### config.mk
export PLATFORM = sky130hd
export DESIGN_NAME = vehicle_status_frame_receiver
export DESIGN_NICKNAME = d
export VERILOG_FILES = /design/src/rtl/core/vsfr_pkg.sv /design/src/rtl/core/vsfr_parser.sv /design/src/rtl/core/vsfr_decode.sv /design/src/rtl/core/vehicle_status_frame_receiver.sv
export SDC_FILE = /design/constraint.sdc
export NUM_CORES = 1
export LEC_CHECK = 0
export ABC_AREA = 1
export BUFFER_PORTS_ARGS = -buffer_cell sky130_fd_sc_hd__buf_2
export CAP_MARGIN = 20
export CORE_ASPECT_RATIO = 0.75
export CORE_MARGIN = 4
export CORE_UTILIZATION = 33
export CTS_BUF_LIST = sky130_fd_sc_hd__clkbuf_16
export DETAILED_ROUTE_END_ITERATION = 10
export PLACE_DENSITY = 0.59
export SETUP_SLACK_MARGIN = 0.15
export SLEW_MARGIN = 25
export SYNTH_ARGS = -nofsm -noshare
export SYNTH_HDL_FRONTEND = slang
export SYNTH_SLANG_ARGS = --single-unit
### constraint.sdc
create_clock -name clk -period 15.1 [get_ports clk]
set_clock_uncertainty 0.05 [all_clocks]
set_input_delay 2.265 -clock clk [delete_from_list [all_inputs] [get_ports clk]]
set_output_delay 2.265 -clock clk [all_outputs]
set_load 0.05 [all_outputs]
### src/rtl/core/vsfr_pkg.sv
// Shared constants and types for the vehicle status frame receiver.
// Used by vsfr_parser, vsfr_decode, the top level and the checker.
package vsfr_pkg;

  // Frame delimiters
  localparam logic [7:0] HDR_S  = 8'h53;
  localparam logic [7:0] HDR_T  = 8'h54;
  localparam logic [7:0] HDR_X  = 8'h58;
  localparam logic [7:0] TRL_CR = 8'h0D;
  localparam logic [7:0] TRL_LF = 8'h0A;

  localparam int PAY_LEN = 13;
  localparam int POS_W   = 5;

  // Frame position codes
  localparam logic [POS_W-1:0] POS_HUNT = 5'd0;
  localparam logic [POS_W-1:0] POS_T    = 5'd1;
  localparam logic [POS_W-1:0] POS_X    = 5'd2;
  localparam logic [POS_W-1:0] POS_PAY0 = 5'd3;
  localparam logic [POS_W-1:0] POS_PAYL = 5'd15;
  localparam logic [POS_W-1:0] POS_CR   = 5'd16;
  localparam logic [POS_W-1:0] POS_LF   = 5'd17;

  // Gear codes
  localparam logic [1:0] GEAR_FWD = 2'd0;
  localparam logic [1:0] GEAR_NEU = 2'd1;
  localparam logic [1:0] GEAR_BWD = 2'd2;

  // Payload bytes, entry 0 is the first payload byte of the frame
  typedef logic [PAY_LEN-1:0][7:0] payload_t;

  // Parser status toward the top level and the decoder
  typedef struct packed {
    logic done;    // accepted byte closes a good frame
    logic at_lf;   // next byte may close a frame
  } vsfr_ctrl_t;

endpackage

### src/rtl/core/vsfr_parser.sv
// Frame position tracker and payload capture shift line.
// Depends on vsfr_pkg.
module vsfr_parser
  import vsfr_pkg::*;
(
  input  logic       clk,
  input  logic       rst,
  input  logic       accept,
  input  logic [7:0] rx_byte,
  output payload_t   payload,
  output vsfr_ctrl_t ctrl
);

  logic [POS_W-1:0] pos;
  logic [POS_W-1:0] pos_next;

  // Next position for the accepted byte
  always_comb begin
    case (pos)
      POS_HUNT: pos_next = (rx_byte == HDR_S) ? POS_T : POS_HUNT;
      POS_T:    pos_next = (rx_byte == HDR_T) ? POS_X : POS_HUNT;
      POS_X:    pos_next = (rx_byte == HDR_X) ? POS_PAY0 : POS_HUNT;
      POS_CR:   pos_next = (rx_byte == TRL_CR) ? POS_LF : POS_HUNT;
      POS_LF:   pos_next = POS_HUNT;
      default: begin
        if (pos >= POS_PAY0 && pos <= POS_PAYL) begin
          pos_next = pos + 5'd1;
        end else begin
          // unreachable codes behave like hunting
          pos_next = (rx_byte == HDR_S) ? POS_T : POS_HUNT;
        end
      end
    endcase
  end

  always_ff @(posedge clk) begin
    if (rst) begin
      pos <= POS_HUNT;
    end else if (accept) begin
      pos <= pos_next;
    end
  end

  // Payload shifts down; after 13 bytes entry 0 holds payload byte 0
  always_ff @(posedge clk) begin
    if (accept && pos >= POS_PAY0 && pos <= POS_PAYL) begin
      payload <= {rx_byte, payload[PAY_LEN-1:1]};
    end
  end

  assign ctrl.at_lf = (pos == POS_LF);
  assign ctrl.done  = accept && (pos == POS_LF) && (rx_byte == TRL_LF);

endmodule

### src/rtl/core/vsfr_decode.sv
// Status decode and output register with valid/stall handshake.
// Depends on vsfr_pkg.
module vsfr_decode
  import vsfr_pkg::*;
(
  input  logic               clk,
  input  logic               rst,
  input  payload_t           payload,
  input  vsfr_ctrl_t         ctrl,
  output logic               status_valid,
  input  logic               status_stall,
  output logic               mode_auto,
  output logic               estop_on,
  output logic [1:0]         gear_state,
  output logic [15:0]        speed_value,
  output logic signed [15:0] steer_value,
  output logic [7:0]         brake_value,
  output logic signed [31:0] encoder_count,
  output logic [7:0]         alive_count
);

  logic [1:0] gear_next;

  // Gear mapping from payload byte 2
  always_comb begin
    case (payload[2])
      8'd0:    gear_next = GEAR_FWD;
      8'd1:    gear_next = GEAR_NEU;
      default: gear_next = GEAR_BWD;
    endcase
  end

  // Valid flag: set on a completed frame, cleared when taken
  always_ff @(posedge clk) begin
    if (rst) begin
      status_valid <= 1'b0;
    end else if (ctrl.done) begin
      status_valid <= 1'b1;
    end else if (!status_stall) begin
      status_valid <= 1'b0;
    end
  end

  // Result payload register
  always_ff @(posedge clk) begin
    if (ctrl.done) begin
      mode_auto     <= |payload[0];
      estop_on      <= |payload[1];
      gear_state    <= gear_next;
      speed_value   <= {payload[4], payload[3]};
      steer_value   <= {payload[6], payload[5]};
      brake_value   <= payload[7];
      encoder_count <= {payload[11], payload[10], payload[9], payload[8]};
      alive_count   <= payload[12];
    end
  end

endmodule

### src/rtl/core/vehicle_status_frame_receiver.sv
// Status is registered: it is valid in the cycle after the closing 0x0A byte is accepted.
// Throughput: one byte per cycle; a byte is held off only when it could close
// a frame while the previous status is still stalled in the output register.
// Reset (rst, synchronous): position returns to header hunt, no status valid;
// the payload bytes are not reset. Depends on vsfr_pkg, vsfr_parser, vsfr_decode.
module vehicle_status_frame_receiver
  import vsfr_pkg::*;
(
  input  logic               clk,
  input  logic               rst,
  input  logic               rx_valid,
  output logic               rx_stall,
  input  logic [7:0]         rx_byte,
  output logic               status_valid,
  input  logic               status_stall,
  output logic               mode_auto,
  output logic               estop_on,
  output logic [1:0]         gear_state,
  output logic [15:0]        speed_value,
  output logic signed [15:0] steer_value,
  output logic [7:0]         brake_value,
  output logic signed [31:0] encoder_count,
  output logic [7:0]         alive_count
);

  payload_t   payload;
  vsfr_ctrl_t ctrl;
  logic       accept;

  // Only the frame-closing byte waits for the output register
  assign rx_stall = status_valid && status_stall && ctrl.at_lf;
  assign accept   = rx_valid && !rx_stall;

  vsfr_parser u_parser (
    .clk     (clk),
    .rst     (rst),
    .accept  (accept),
    .rx_byte (rx_byte),
    .payload (payload),
    .ctrl    (ctrl)
  );

  vsfr_decode u_decode (
    .clk           (clk),
    .rst           (rst),
    .payload       (payload),
    .ctrl          (ctrl),
    .status_valid  (status_valid),
    .status_stall  (status_stall),
    .mode_auto     (mode_auto),
    .estop_on      (estop_on),
    .gear_state    (gear_state),
    .speed_value   (speed_value),
    .steer_value   (steer_value),
    .brake_value   (brake_value),
    .encoder_count (encoder_count),
    .alive_count   (alive_count)
  );

endmodule

==> key figures, run 1 <==
Setup path
  • CP most frequent cell: buf_2
  • Slowest stage cell, crit path: buf_2
  • CP Capture Type: primary output
  • Startpoint Class: input port
  • Critical path cell sequence: buf_2, nand2_1, nor2_4, buf_2
  • Worst Path Max Fanout: 3
  • Worst stage delay on the critical path: between 0.2 and 0.3 ns
  • Arrival @ worst endpoint: 2.89 ns
  • Req. time, crit path: between 10 and 15 ns
  • Critical path class: input port to primary output

Floorplanning
  • Io pins: 98
  • Site Rows: 43
  • Die Height: between 100 and 150 um
  • Die W: roughly 170 um
  • Die ar.: ~0.021 mm^2
  • Initial Util: 33.86%
  • Core Area: about 0.019 mm^2

Clock network
  • Num CTS Buffers: 17
  • Post-CTS setup buffer count: 0
  • CTS tree: yes
  • Worst-skew pair later-pin latency: between 0.4 and 0.5 ns
  • CTS resizes: 0
  • CTS Root Cell: clkbuf_16
  • Clock slew at reported path FFs: about 0.07 ns
  • Post-CTS Hold Fix Bufs: 0
  • Longest Clk Path Bufs: 2
  • H-tree depth: 4
  • CTS Sinks: ~190

Run status
  • Status: completed

GRT
  • First-pass GRT wire length: 16.19 mm
  • Largest net degree at the start of global routing: 85
  • Grt total ovfl: 0
  • Initial antenna violation count: 0
  • Total track usage: 9.949%
  • Vias in the first global route: around 3,000

Power and ir drop
  • Internal power: 0.8491 mW
  • Worst vdd ir: roughly 0.062 mV
  • Psw: approximately 0.21 mW
  • Power per cell area: between 100 and 150 mW/mm^2
  • Switch share: 20.08%
  • Sequential Power Share: about 56%
  • Clk pwr share: between 40% and 50%
  • Comb pwr share: 1.4%
  • LEAKAGE: 2.698 nW

Yosys
  • Syn Area/Cell: between 20 and 25 um^2
  • Post-Syn Area: 0.006321 mm^2
  • Synth Area in XOR/XNOR: 0%
  • Post-synthesis cell count: just over 300
  • Post-Synth Adder-Cell Area: less than 1%
  • Mapped Nets: roughly 320
  • Unique masters post-synth: 19
  • Main combinational cell family by area after synthesis: simple AND/OR/NAND/NOR gates
  • Post-synthesis mux area share: 0%
  • Synth warn: 0
  • Synth Area in Compound Gates: under 10%
  • Sequential fraction of the synthesis area: 91.21%
  • Register bit count reported by yosys: 194
  • Simple-Gate Fraction of Synth Area: under 10%

Final layout
  • Fin nets: ~440
  • Area grow syn2layout: 23.32%
  • ANT cells: 0
  • Fraction of layout cells with a size suffix above 1: around a third
  • Layout Cells excl Fill: just under 700
  • Most frequent cells in the layout: 188 x edfxtp_1, 97 x buf_2, 28 x nand2_1
  • Commonest non-fill, non-tap cell in the layout: edfxtp_1

Routing
  • Residual DRC: 0
  • Number of vias per cell: roughly 4.3
  • Total Wirelength: about 10 mm
  • Routed wire per std cell: 15.08 um
  • Number of DRC markers in iteration 0: approximately 190
  • Via count: 2,943
  • Final antenna-violating net count: 0
  • Pre-antenna DRT Iters: 4

Placed design
  • Final RePlAce weighted congestion: around 0.84
  • Inst Count DP: 650
  • PortBufs: 97
  • HPWL after DPL: approximately 6.8 mm

Timing
  • Minimum clock period: ~5.2 ns
  • Hold Vio Cnt, Final: 0
  • Unrepaired setup endpoints after global routing: false
  • Least-Margin Pin Slew: 0.8380 ns
  • Fmax: roughly 190 MHz
  • Setup TNS: 0 ns
  • Worst slew margin: between 40% and 50%
  • Post-route clock period utilization: between 30% and 40%
  • Slew Viols, Final: 0
  • Final setup viols: 0

Hold path
  • Hold Path Class: register to register

Run
  • Max-Cap Viols: 0
-- layout make-up --
class | instances | area [um^2]
Fill cell | 1651 | 10870
Sequential cell | 194 | 5766
Timing Repair Buffer | 101 | 559.3
Multi-Input combinational cell | 89 | 494.2
Clock buffer | 17 | 425.4
Tap cell | 247 | 309.0
Clock inverter | 15 | 170.2
Inverter | 19 | 71.32
-- power by group through the flow --
| stage | clock network [mW] | registers [mW] | logic [mW] |
|---|---|---|---|
| after floorplan | 0 | 0.610 | 0.00847 |
| after global placement | 0 | 0.611 | 0.0133 |
| after detailed placement | 0 | 0.611 | 0.0155 |
| after CTS | 0.463 | 0.599 | 0.0155 |
| after global routing | 0.488 | 0.600 | 0.0171 |
| final | 0.448 | 0.599 | 0.0152 |
-- sequential cells by signal, indices dropped and copies added, names as in the netlist --
signal	flops
u_decode.estop_on	1
u_parser.pos	5
u_decode.alive_count	8
u_decode.encoder_count	32
u_decode.status_valid	1
u_decode.steer_value	16
u_decode.mode_auto	1
u_decode.speed_value	16
u_decode.gear_state	2
u_decode.brake_value	8
u_parser.payload	104
-- cells by family after synthesis --
| logic type | Yosys count |
|---|---|
| AO/OA/AOI/OAI | 12 |
| adder cells (fa/ha/maj) | 5 |
| buffers and inverters | 19 |
| flip-flops | 194 |
| AND/OR/NAND/NOR | 72 |
-- final timing paths --
| check | start | cells past startpoint | slack (ns) | end |
|---|---|---|---|---|
| worst max-delay path | status_stall | 4 | 9.89 | rx_stall |
| worst min-delay path | u_parser.payload[50] | 0 | 0.39 | u_decode.steer_value[10] |
| worst max register to register | u_parser.pos[0] | 10 | 12.18 | u_parser.payload[50] |
| worst min register to register | u_parser.payload[50] | 0 | 0.39 | u_decode.steer_value[10] |
-- layer usage --
metal | vias to the layer above | global-route usage [%] | share of wire [%]
met2 | 81 | 15.06 | 47
li1 | 1385 | - | -
met1 | 1471 | 12.99 | 47
met5 | - | 0 | 0
met4 | 0 | 3.865 | 0.72
met3 | 6 | 3.946 | 5.6
-- metrics by stage --
stage          power [mW]  hold slack [ns]  setup WS [ns]  cell area, um^2  utilization, %
2_1_floorplan      0.6183           0.3715          5.591             6321               -
4_1_cts             1.077           0.3958          9.879             7791           41.73
6_report            1.062           0.3898          9.891             7795           41.75
3_3_place_gp       0.6242           0.3770          9.895             7141           38.25
5_1_grt             1.105           0.3969          9.840             7795           41.75
3_5_place_dp       0.6267           0.3806          9.881             7196           38.54
-- worst max-delay path: cells and delay by family --
kind / cells / cell delay (ns)
AND/OR/NAND/NOR: 2 / 0.28
buffers and inverters: 2 / 0.35
-- cells in the mapped netlist, drive strengths merged --
cell type / count / area [um^2]
ha: 5 / 62.56
a21oi: 6 / 30.03
dfxtp: 6 / 120.1
nor2: 21 / 98.84
nor3: 3 / 20.02
o21ai: 6 / 41.29
nand3: 10 / 62.56
nand2: 29 / 111.4
nor4: 6 / 37.54
edfxtp: 188 / 5645
nand4: 2 / 12.51
inv: 19 / 71.32
nor3b: 1 / 7.510
Power figures use the tool's default switching activity.
==> inputs of run 2 (changes only) <==
==> constraint.sdc (replaced) <==
create_clock -name clk -period 4.97 [get_ports clk]
set_clock_uncertainty 0.05 [all_clocks]
set_input_delay 0.7455 -clock clk [delete_from_list [all_inputs] [get_ports clk]]
set_output_delay 0.7455 -clock clk [all_outputs]
set_load 0.05 [all_outputs]
==> key figures, run 2 (synthesis gave the netlist of run 1 again) <==
Run status
  • Status: completed

Routing
  • Total Wirelength: 10.55 mm (+2.6%)
  • Residual DRC: 0 (unchanged)
  • Final antenna-violating net count: 0 (unchanged)
  • Pre-antenna DRT Iters: 4 (unchanged)
  • Via count: 2,953 (+0.34%)
  • Number of DRC markers in iteration 0: 255 (+35%)
  • Routed wire per std cell: 15.47 um (+2.6%)
  • Number of vias per cell: 4.330 (+0.34%)

Setup path
  • Crit path max-delay family: flip-flops
  • Req. time, crit path: 4.17 ns (-8.62 ns)
  • Arrival @ worst endpoint: 1.79 ns (-1.10 ns)
  • CP Capture Type: primary output
  • FF-to-FF Start: u_parser.pos[0]
  • R2r setup slk: 2.39 ns (-9.79 ns)
  • Worst stage delay on the critical path: 0.48 ns (+0.21 ns)
  • Critical path class: register to primary output
  • Startpoint Class: register
  • Worst Path Max Fanout: 7 (+4)
  • FF-to-FF path depth: 9 (-1)
  • Slowest stage cell, crit path: dfxtp_1
  • Crit path buffers/inverters: 1 (-1)
  • Reg2reg end: u_parser.payload[0]
  • Critical path cell sequence: ha_1, nand3_4, nor2_4, buf_2

GRT
  • Met2 Use GR: 14.47% (-0.59 points)
  • Met1 Track Usage GR: 13.57% (+0.57 points)
  • First-pass GRT wire length: 16.72 mm (+3.3%)
  • Grt met3 use: 5.240% (+1.3 points)
  • Largest net degree at the start of global routing: 51 (-40%)
  • Vias in the first global route: 3,069 (+2.9%)
  • Grt total ovfl: 0 (unchanged)
  • Initial antenna violation count: 0 (unchanged)
  • Busiest layer in global routing: met2
  • Total track usage: 10.30% (+0.35 points)

Clock network
  • Worst-skew pair later-pin latency: 0.42 ns (about the same)
  • Longest Clk Path Bufs: 2 (unchanged)
  • CTS Root Cell: clkbuf_16
  • Post-CTS setup buffer count: 0 (unchanged)
  • H-tree depth: 4 (unchanged)
  • Num CTS Buffers: 17 (unchanged)
  • Post-CTS Hold Fix Bufs: 0 (unchanged)
  • CTS Sinks: 194 (unchanged)
  • CTS tree: yes
  • Clock slew at reported path FFs: 0.07 ns (about the same)
  • CTS resizes: 0 (unchanged)

Placed design
  • Final RePlAce weighted congestion: 0.8324 (-0.43%)
  • HPWL after DPL: 6.949 mm (+2.8%)
  • PortBufs: 97 (unchanged)

Timing
  • Least-Margin Pin Slew: 0.6782 ns (-0.1598 ns)
  • Minimum clock period: about 2.6 ns
  • Unrepaired setup endpoints after global routing: false
  • Hold Vio Cnt, Final: 0 (unchanged)
  • Worst slew margin: 54.79% (+11 points)
  • Fmax: around 390 MHz
  • Post-route clock period utilization: a little over half
  • Final setup viols: 0 (unchanged)
  • Setup TNS: 0 ns (unchanged)
  • Slew Viols, Final: 0 (unchanged)

Final layout
  • Fraction of layout cells with a size suffix above 1: 32.18% (unchanged)
  • Largest register FFs: 104 (unchanged)
  • Commonest non-fill, non-tap cell in the layout: edfxtp_1
  • Top reg by flops: u_parser.payload
  • ANT cells: 0 (unchanged)
  • Most frequent cells in the layout: 188 x edfxtp_1, 97 x buf_2, 28 x nand2_1
  • Final core utilization: 41.50% (-0.25 points)
  • Area grow syn2layout: 22.57%
  • Top flop regs: u_parser.payload (104), u_decode.encoder_count (32)
  • Fin nets: 440 (+0.23%)

Floorplanning
  • Core Area: 0.01867 mm^2 (unchanged)
  • Die Height: 127.9 um (unchanged)
  • Die W: 167.8 um (unchanged)
  • Die ar.: 0.02146 mm^2 (unchanged)
  • Initial Util: 33.86% (unchanged)
  • Site Rows: 43 (unchanged)
  • Io pins: 98 (unchanged)

Hold path
  • Worst hold start: u_parser.payload[60]
  • Hold Path Class: register to register
  • Hold Path Stages: 0 (unchanged)
  • Worst Hold Endpoint: u_decode.brake_value[4]

Power and ir drop
  • Worst vdd ir: 0.2141 mV (+240%)
  • Power per cell area: 412.8 mW/mm^2 (+200%)
  • LEAKAGE: 2.689 nW (-0.31%)

Run
  • Max-Cap Viols: 0 (unchanged)
-- run 2: cell types whose count changed in the layout (fill, tap and decap cells not counted), sizes merged --
cell,change
buf,+1
clkinv,+3
inv,-4
-- run 2: routing by layer --
| layer | share of wire [%] | vias to the layer above | routed length (um) |
|---|---|---|---|
| met5 | 0 | - | 0 |
| met4 | 2.1 | 0 | 226 |
| met3 | 7.7 | 21 | 809 |
| met2 | 45 | 93 | 4787 |
| met1 | 45 | 1458 | 4726 |
| li1 | - | 1381 | - |
-- run 2: cell type report --
class	instances	area (um^2)
inverters	19	71.32
clock inverters	14	152.6
clock buffers	17	425.4
fillers	1668	10920
repair buffers	102	523.0
flip-flops and latches	194	5766
well taps	247	309.0
multi-input cells	89	500.5
-- run 2: per-stage QoR --
| stage | std cells | cell area, um^2 | hold WS (ns) | power [mW] | setup WS [ns] |
|---|---|---|---|---|---|
| floorplan | 302 | 6332 | 0.3715 | 1.879 | 0.6961 |
| global placement | 651 | 7169 | 0.3730 | 1.896 | 2.296 |
| detailed placement | 651 | 7169 | 0.3797 | 1.900 | 2.261 |
| CTS | 682 | 7747 | 0.3963 | 3.237 | 2.391 |
| global route | 682 | 7747 | 0.4049 | 3.327 | 2.176 |
| finish | 682 | 7747 | 0.3942 | 3.198 | 2.380 |
-- run 2: how the worst max path moves through the flow --
stage                                from  slack (ns)                 endpoint  depth (start not counted)
after detailed placement       rx_byte[5]        2.26  u_decode.brake_value[0]                          6
after floorplan           u_parser.pos[0]        0.70      u_parser.payload[0]                          8
after global routing      u_parser.pos[0]        2.18     u_parser.payload[41]                          9
final                     u_parser.pos[0]        2.38                 rx_stall                          4
after global placement         rx_byte[5]        2.30  u_decode.brake_value[0]                          6
after CTS                 u_parser.pos[0]        2.39      u_parser.payload[3]                          9
-- run 2: power by group --
| group | total, mW | switching [mW] | internal [mW] |
|---|---|---|---|
| clock | 1.33 | 0.587 | 0.748 |
| sequential | 1.82 | 0.0124 | 1.81 |
| combinational | 0.0441 | 0.0325 | 0.0117 |
| total | 3.20 | 0.631 | 2.57 |
==> inputs of run 3 (changes only) <==
==> constraint.sdc (replaced) <==
create_clock -name clk -period 2.7 [get_ports clk]
set_clock_uncertainty 0.05 [all_clocks]
set_input_delay 0.405 -clock clk [delete_from_list [all_inputs] [get_ports clk]]
set_output_delay 0.405 -clock clk [all_outputs]
set_load 0.05 [all_outputs]
==> key figures, run 3 (synthesis gave the netlist of run 1 again) <==
Clock network
  • Post-CTS setup buffer count: 0 (unchanged)
  • Longest Clk Path Bufs: 2 (unchanged)
  • CTS Root Cell: clkbuf_16
  • CTS resizes: 0 (unchanged)
  • H-tree depth: 4 (unchanged)
  • Post-CTS Hold Fix Bufs: 0 (unchanged)
  • Clock slew at reported path FFs: 0.07 ns (about the same)
  • CTS tree: yes
  • CTS Sinks: 194 (unchanged)
  • Num CTS Buffers: 17 (unchanged)
  • Worst-skew pair later-pin latency: 0.42 ns (about the same)

Routing
  • Number of vias per cell: 4.290 (-0.92%)
  • Final antenna-violating net count: 0 (unchanged)
  • Pre-antenna DRT Iters: 4 (unchanged)
  • Number of DRC markers in iteration 0: 182 (-29%)
  • Total Wirelength: 10.21 mm (-3.2%)
  • Via count: 2,930 (-0.78%)
  • Residual DRC: 0 (unchanged)
  • Routed wire per std cell: 14.95 um (-3.3%)

Power and ir drop
  • Worst vdd ir: 0.4572 mV (+110%)
  • LEAKAGE: 2.717 nW (+1.0%)
  • Power per cell area: 758.0 mW/mm^2 (+84%)

Final layout
  • Top reg by flops: u_parser.payload
  • Fraction of layout cells with a size suffix above 1: 34.17% (+2.0 points)
  • Final core utilization: 42.16% (+0.66 points)
  • Fin nets: 440 (unchanged)
  • Layout Cells excl Fill: 683 (+0.15%)
  • Top flop regs: u_parser.payload (104), u_decode.encoder_count (32)
  • FILL cells: 1,617 (-3.1%)
  • Commonest non-fill, non-tap cell in the layout: edfxtp_1
  • Most frequent cells in the layout: 188 x edfxtp_1, 97 x buf_2, 26 x nand2_1
  • Largest register FFs: 104 (unchanged)
  • ANT cells: 0 (unchanged)
  • Area grow syn2layout: 24.51%

GRT
  • Largest net degree at the start of global routing: 54 (+5.9%)
  • Initial antenna violation count: 0 (unchanged)
  • First-pass GRT wire length: 15.69 mm (-6.1%)
  • Total track usage: 9.638% (-0.66 points)
  • Vias in the first global route: 2,978 (-3.0%)
  • Grt total ovfl: 0 (unchanged)

Timing
  • Least-Margin Pin Slew: 0.4540 ns (-0.2242 ns)
  • Unrepaired setup endpoints after global routing: false
  • Hold Vio Cnt, Final: 0 (unchanged)
  • Fmax: approximately 480 MHz
  • Minimum clock period: roughly 2.1 ns
  • Slew Viols, Final: 0 (unchanged)
  • Setup TNS: 0 ns (unchanged)
  • Worst slew margin: 69.70% (+15 points)
  • Final setup viols: 0 (unchanged)
  • WHS: 0.1411 ns (-0.2531 ns)
  • Post-route clock period utilization: around three quarters

Setup path
  • Reg2reg end: u_parser.payload[55]
  • R2r setup slk: 0.63 ns (-1.76 ns)
  • Worst setup path start: u_parser.pos[1]
  • Worst Path Max Fanout: 53 (+46)
  • Worst stage delay on the critical path: 0.39 ns (-0.09 ns)
  • Critical path cell sequence: ha_1, nand2_1, nor2_1, ha_1, inv_1, nand2_1, nand2_2, nor2_4, buf_12
  • FF-to-FF Start: u_parser.pos[1]
  • Worst setup endpoint: u_parser.payload[55]
  • Startpoint Class: register
  • Req. time, crit path: 2.73 ns (-1.44 ns)
  • Slowest stage cell, crit path: dfxtp_2
  • Arrival @ worst endpoint: 2.10 ns (+0.31 ns)
  • FF-to-FF path depth: 9 (unchanged)
  • Critical path class: register to register
  • CP Capture Type: register

Run
  • Max-Cap Viols: 0 (unchanged)

Placed design
  • Final RePlAce weighted congestion: 0.8323 (about the same)
  • HPWL after DPL: 6.800 mm (-2.1%)
  • Inst Count DP: 651 (unchanged)
  • PortBufs: 97 (unchanged)

Floorplanning
  • Io pins: 98 (unchanged)
  • Die ar.: 0.02146 mm^2 (unchanged)
  • Die Height: 127.9 um (unchanged)
  • Initial Util: 33.86% (unchanged)
  • Core Area: 0.01867 mm^2 (unchanged)
  • Die W: 167.8 um (unchanged)
  • Site Rows: 43 (unchanged)

Run status
  • Status: completed

Hold path
  • Hold Path Class: input port to register
[run 3: cell types whose count changed in the layout (fill, tap and decap cells not counted), sizes merged]
cell      change
inv           +1
clkinvlp      +2
clkinv        -3
bufinv        +1
[run 3: where the power goes]
group	total, mW	switching, mW	internal [mW]
Clock	2.53	1.06	1.47
Sequential	3.35	0.0236	3.33
Combinational	0.0866	0.0608	0.0258
Total	5.97	1.14	4.82
[run 3: worst max-delay path, delay by kind of cell (launching register included)]
family / cells / cell delay, ns
and+or+nand+nor: 5 / 0.55
DFF: 1 / 0.39
adders and majority gates: 2 / 0.36
buffers and inverters: 2 / 0.34
[run 3: routing by layer]
| metal | share of wire [%] | global-route usage (%) | wire (um) |
|---|---|---|---|
| met1 | 45 | 12.57 | 4629 |
| met3 | 7.3 | 4.439 | 741 |
| met2 | 47 | 14.33 | 4752 |
| met4 | 0.89 | 3.340 | 91 |
| met5 | 0 | 0 | 0 |
[run 3: worst min path at each step]
stage / endpoint / depth (start not counted) / from / slack [ns]
3_5_place_dp: u_parser.payload[58] / 0 / u_parser.payload[66] / 0.38
4_1_cts: u_parser.payload[103] / 1 / rx_byte[7] / 0.12
5_1_grt: u_parser.payload[103] / 1 / rx_byte[7] / 0.11
6_report: u_parser.payload[97] / 1 / rx_byte[1] / 0.14
2_1_floorplan: u_decode.alive_count[0] / 0 / u_parser.payload[96] / 0.37
3_3_place_gp: u_parser.payload[41] / 0 / u_parser.payload[49] / 0.38
[run 3: metrics by stage]
| step | power [mW] | cell area (um^2) | setup slack [ns] |
|---|---|---|---|
| floorplan | 3.459 | 6369 | -0.7453 |
| global placement | 3.498 | 7263 | 0.6529 |
| detailed placement | 3.504 | 7263 | 0.5976 |
| CTS | 6.045 | 7870 | 0.6377 |
| global route | 6.185 | 7870 | 0.5291 |
| finish | 5.965 | 7870 | 0.6296 |
[run 3: cell type report]
class                           instances  area [um^2]  share of cell area, %
Multi-Input combinational cell         89        526.8                  6.693
Inverter                               19        71.32                 0.9062
Timing Repair Buffer                  102        585.6                  7.440
Sequential cell                       194         5771                  73.32
Tap cell                              247        309.0                  3.927
Clock buffer                           17        425.4                  5.405
Clock inverter                         15        181.4                  2.305
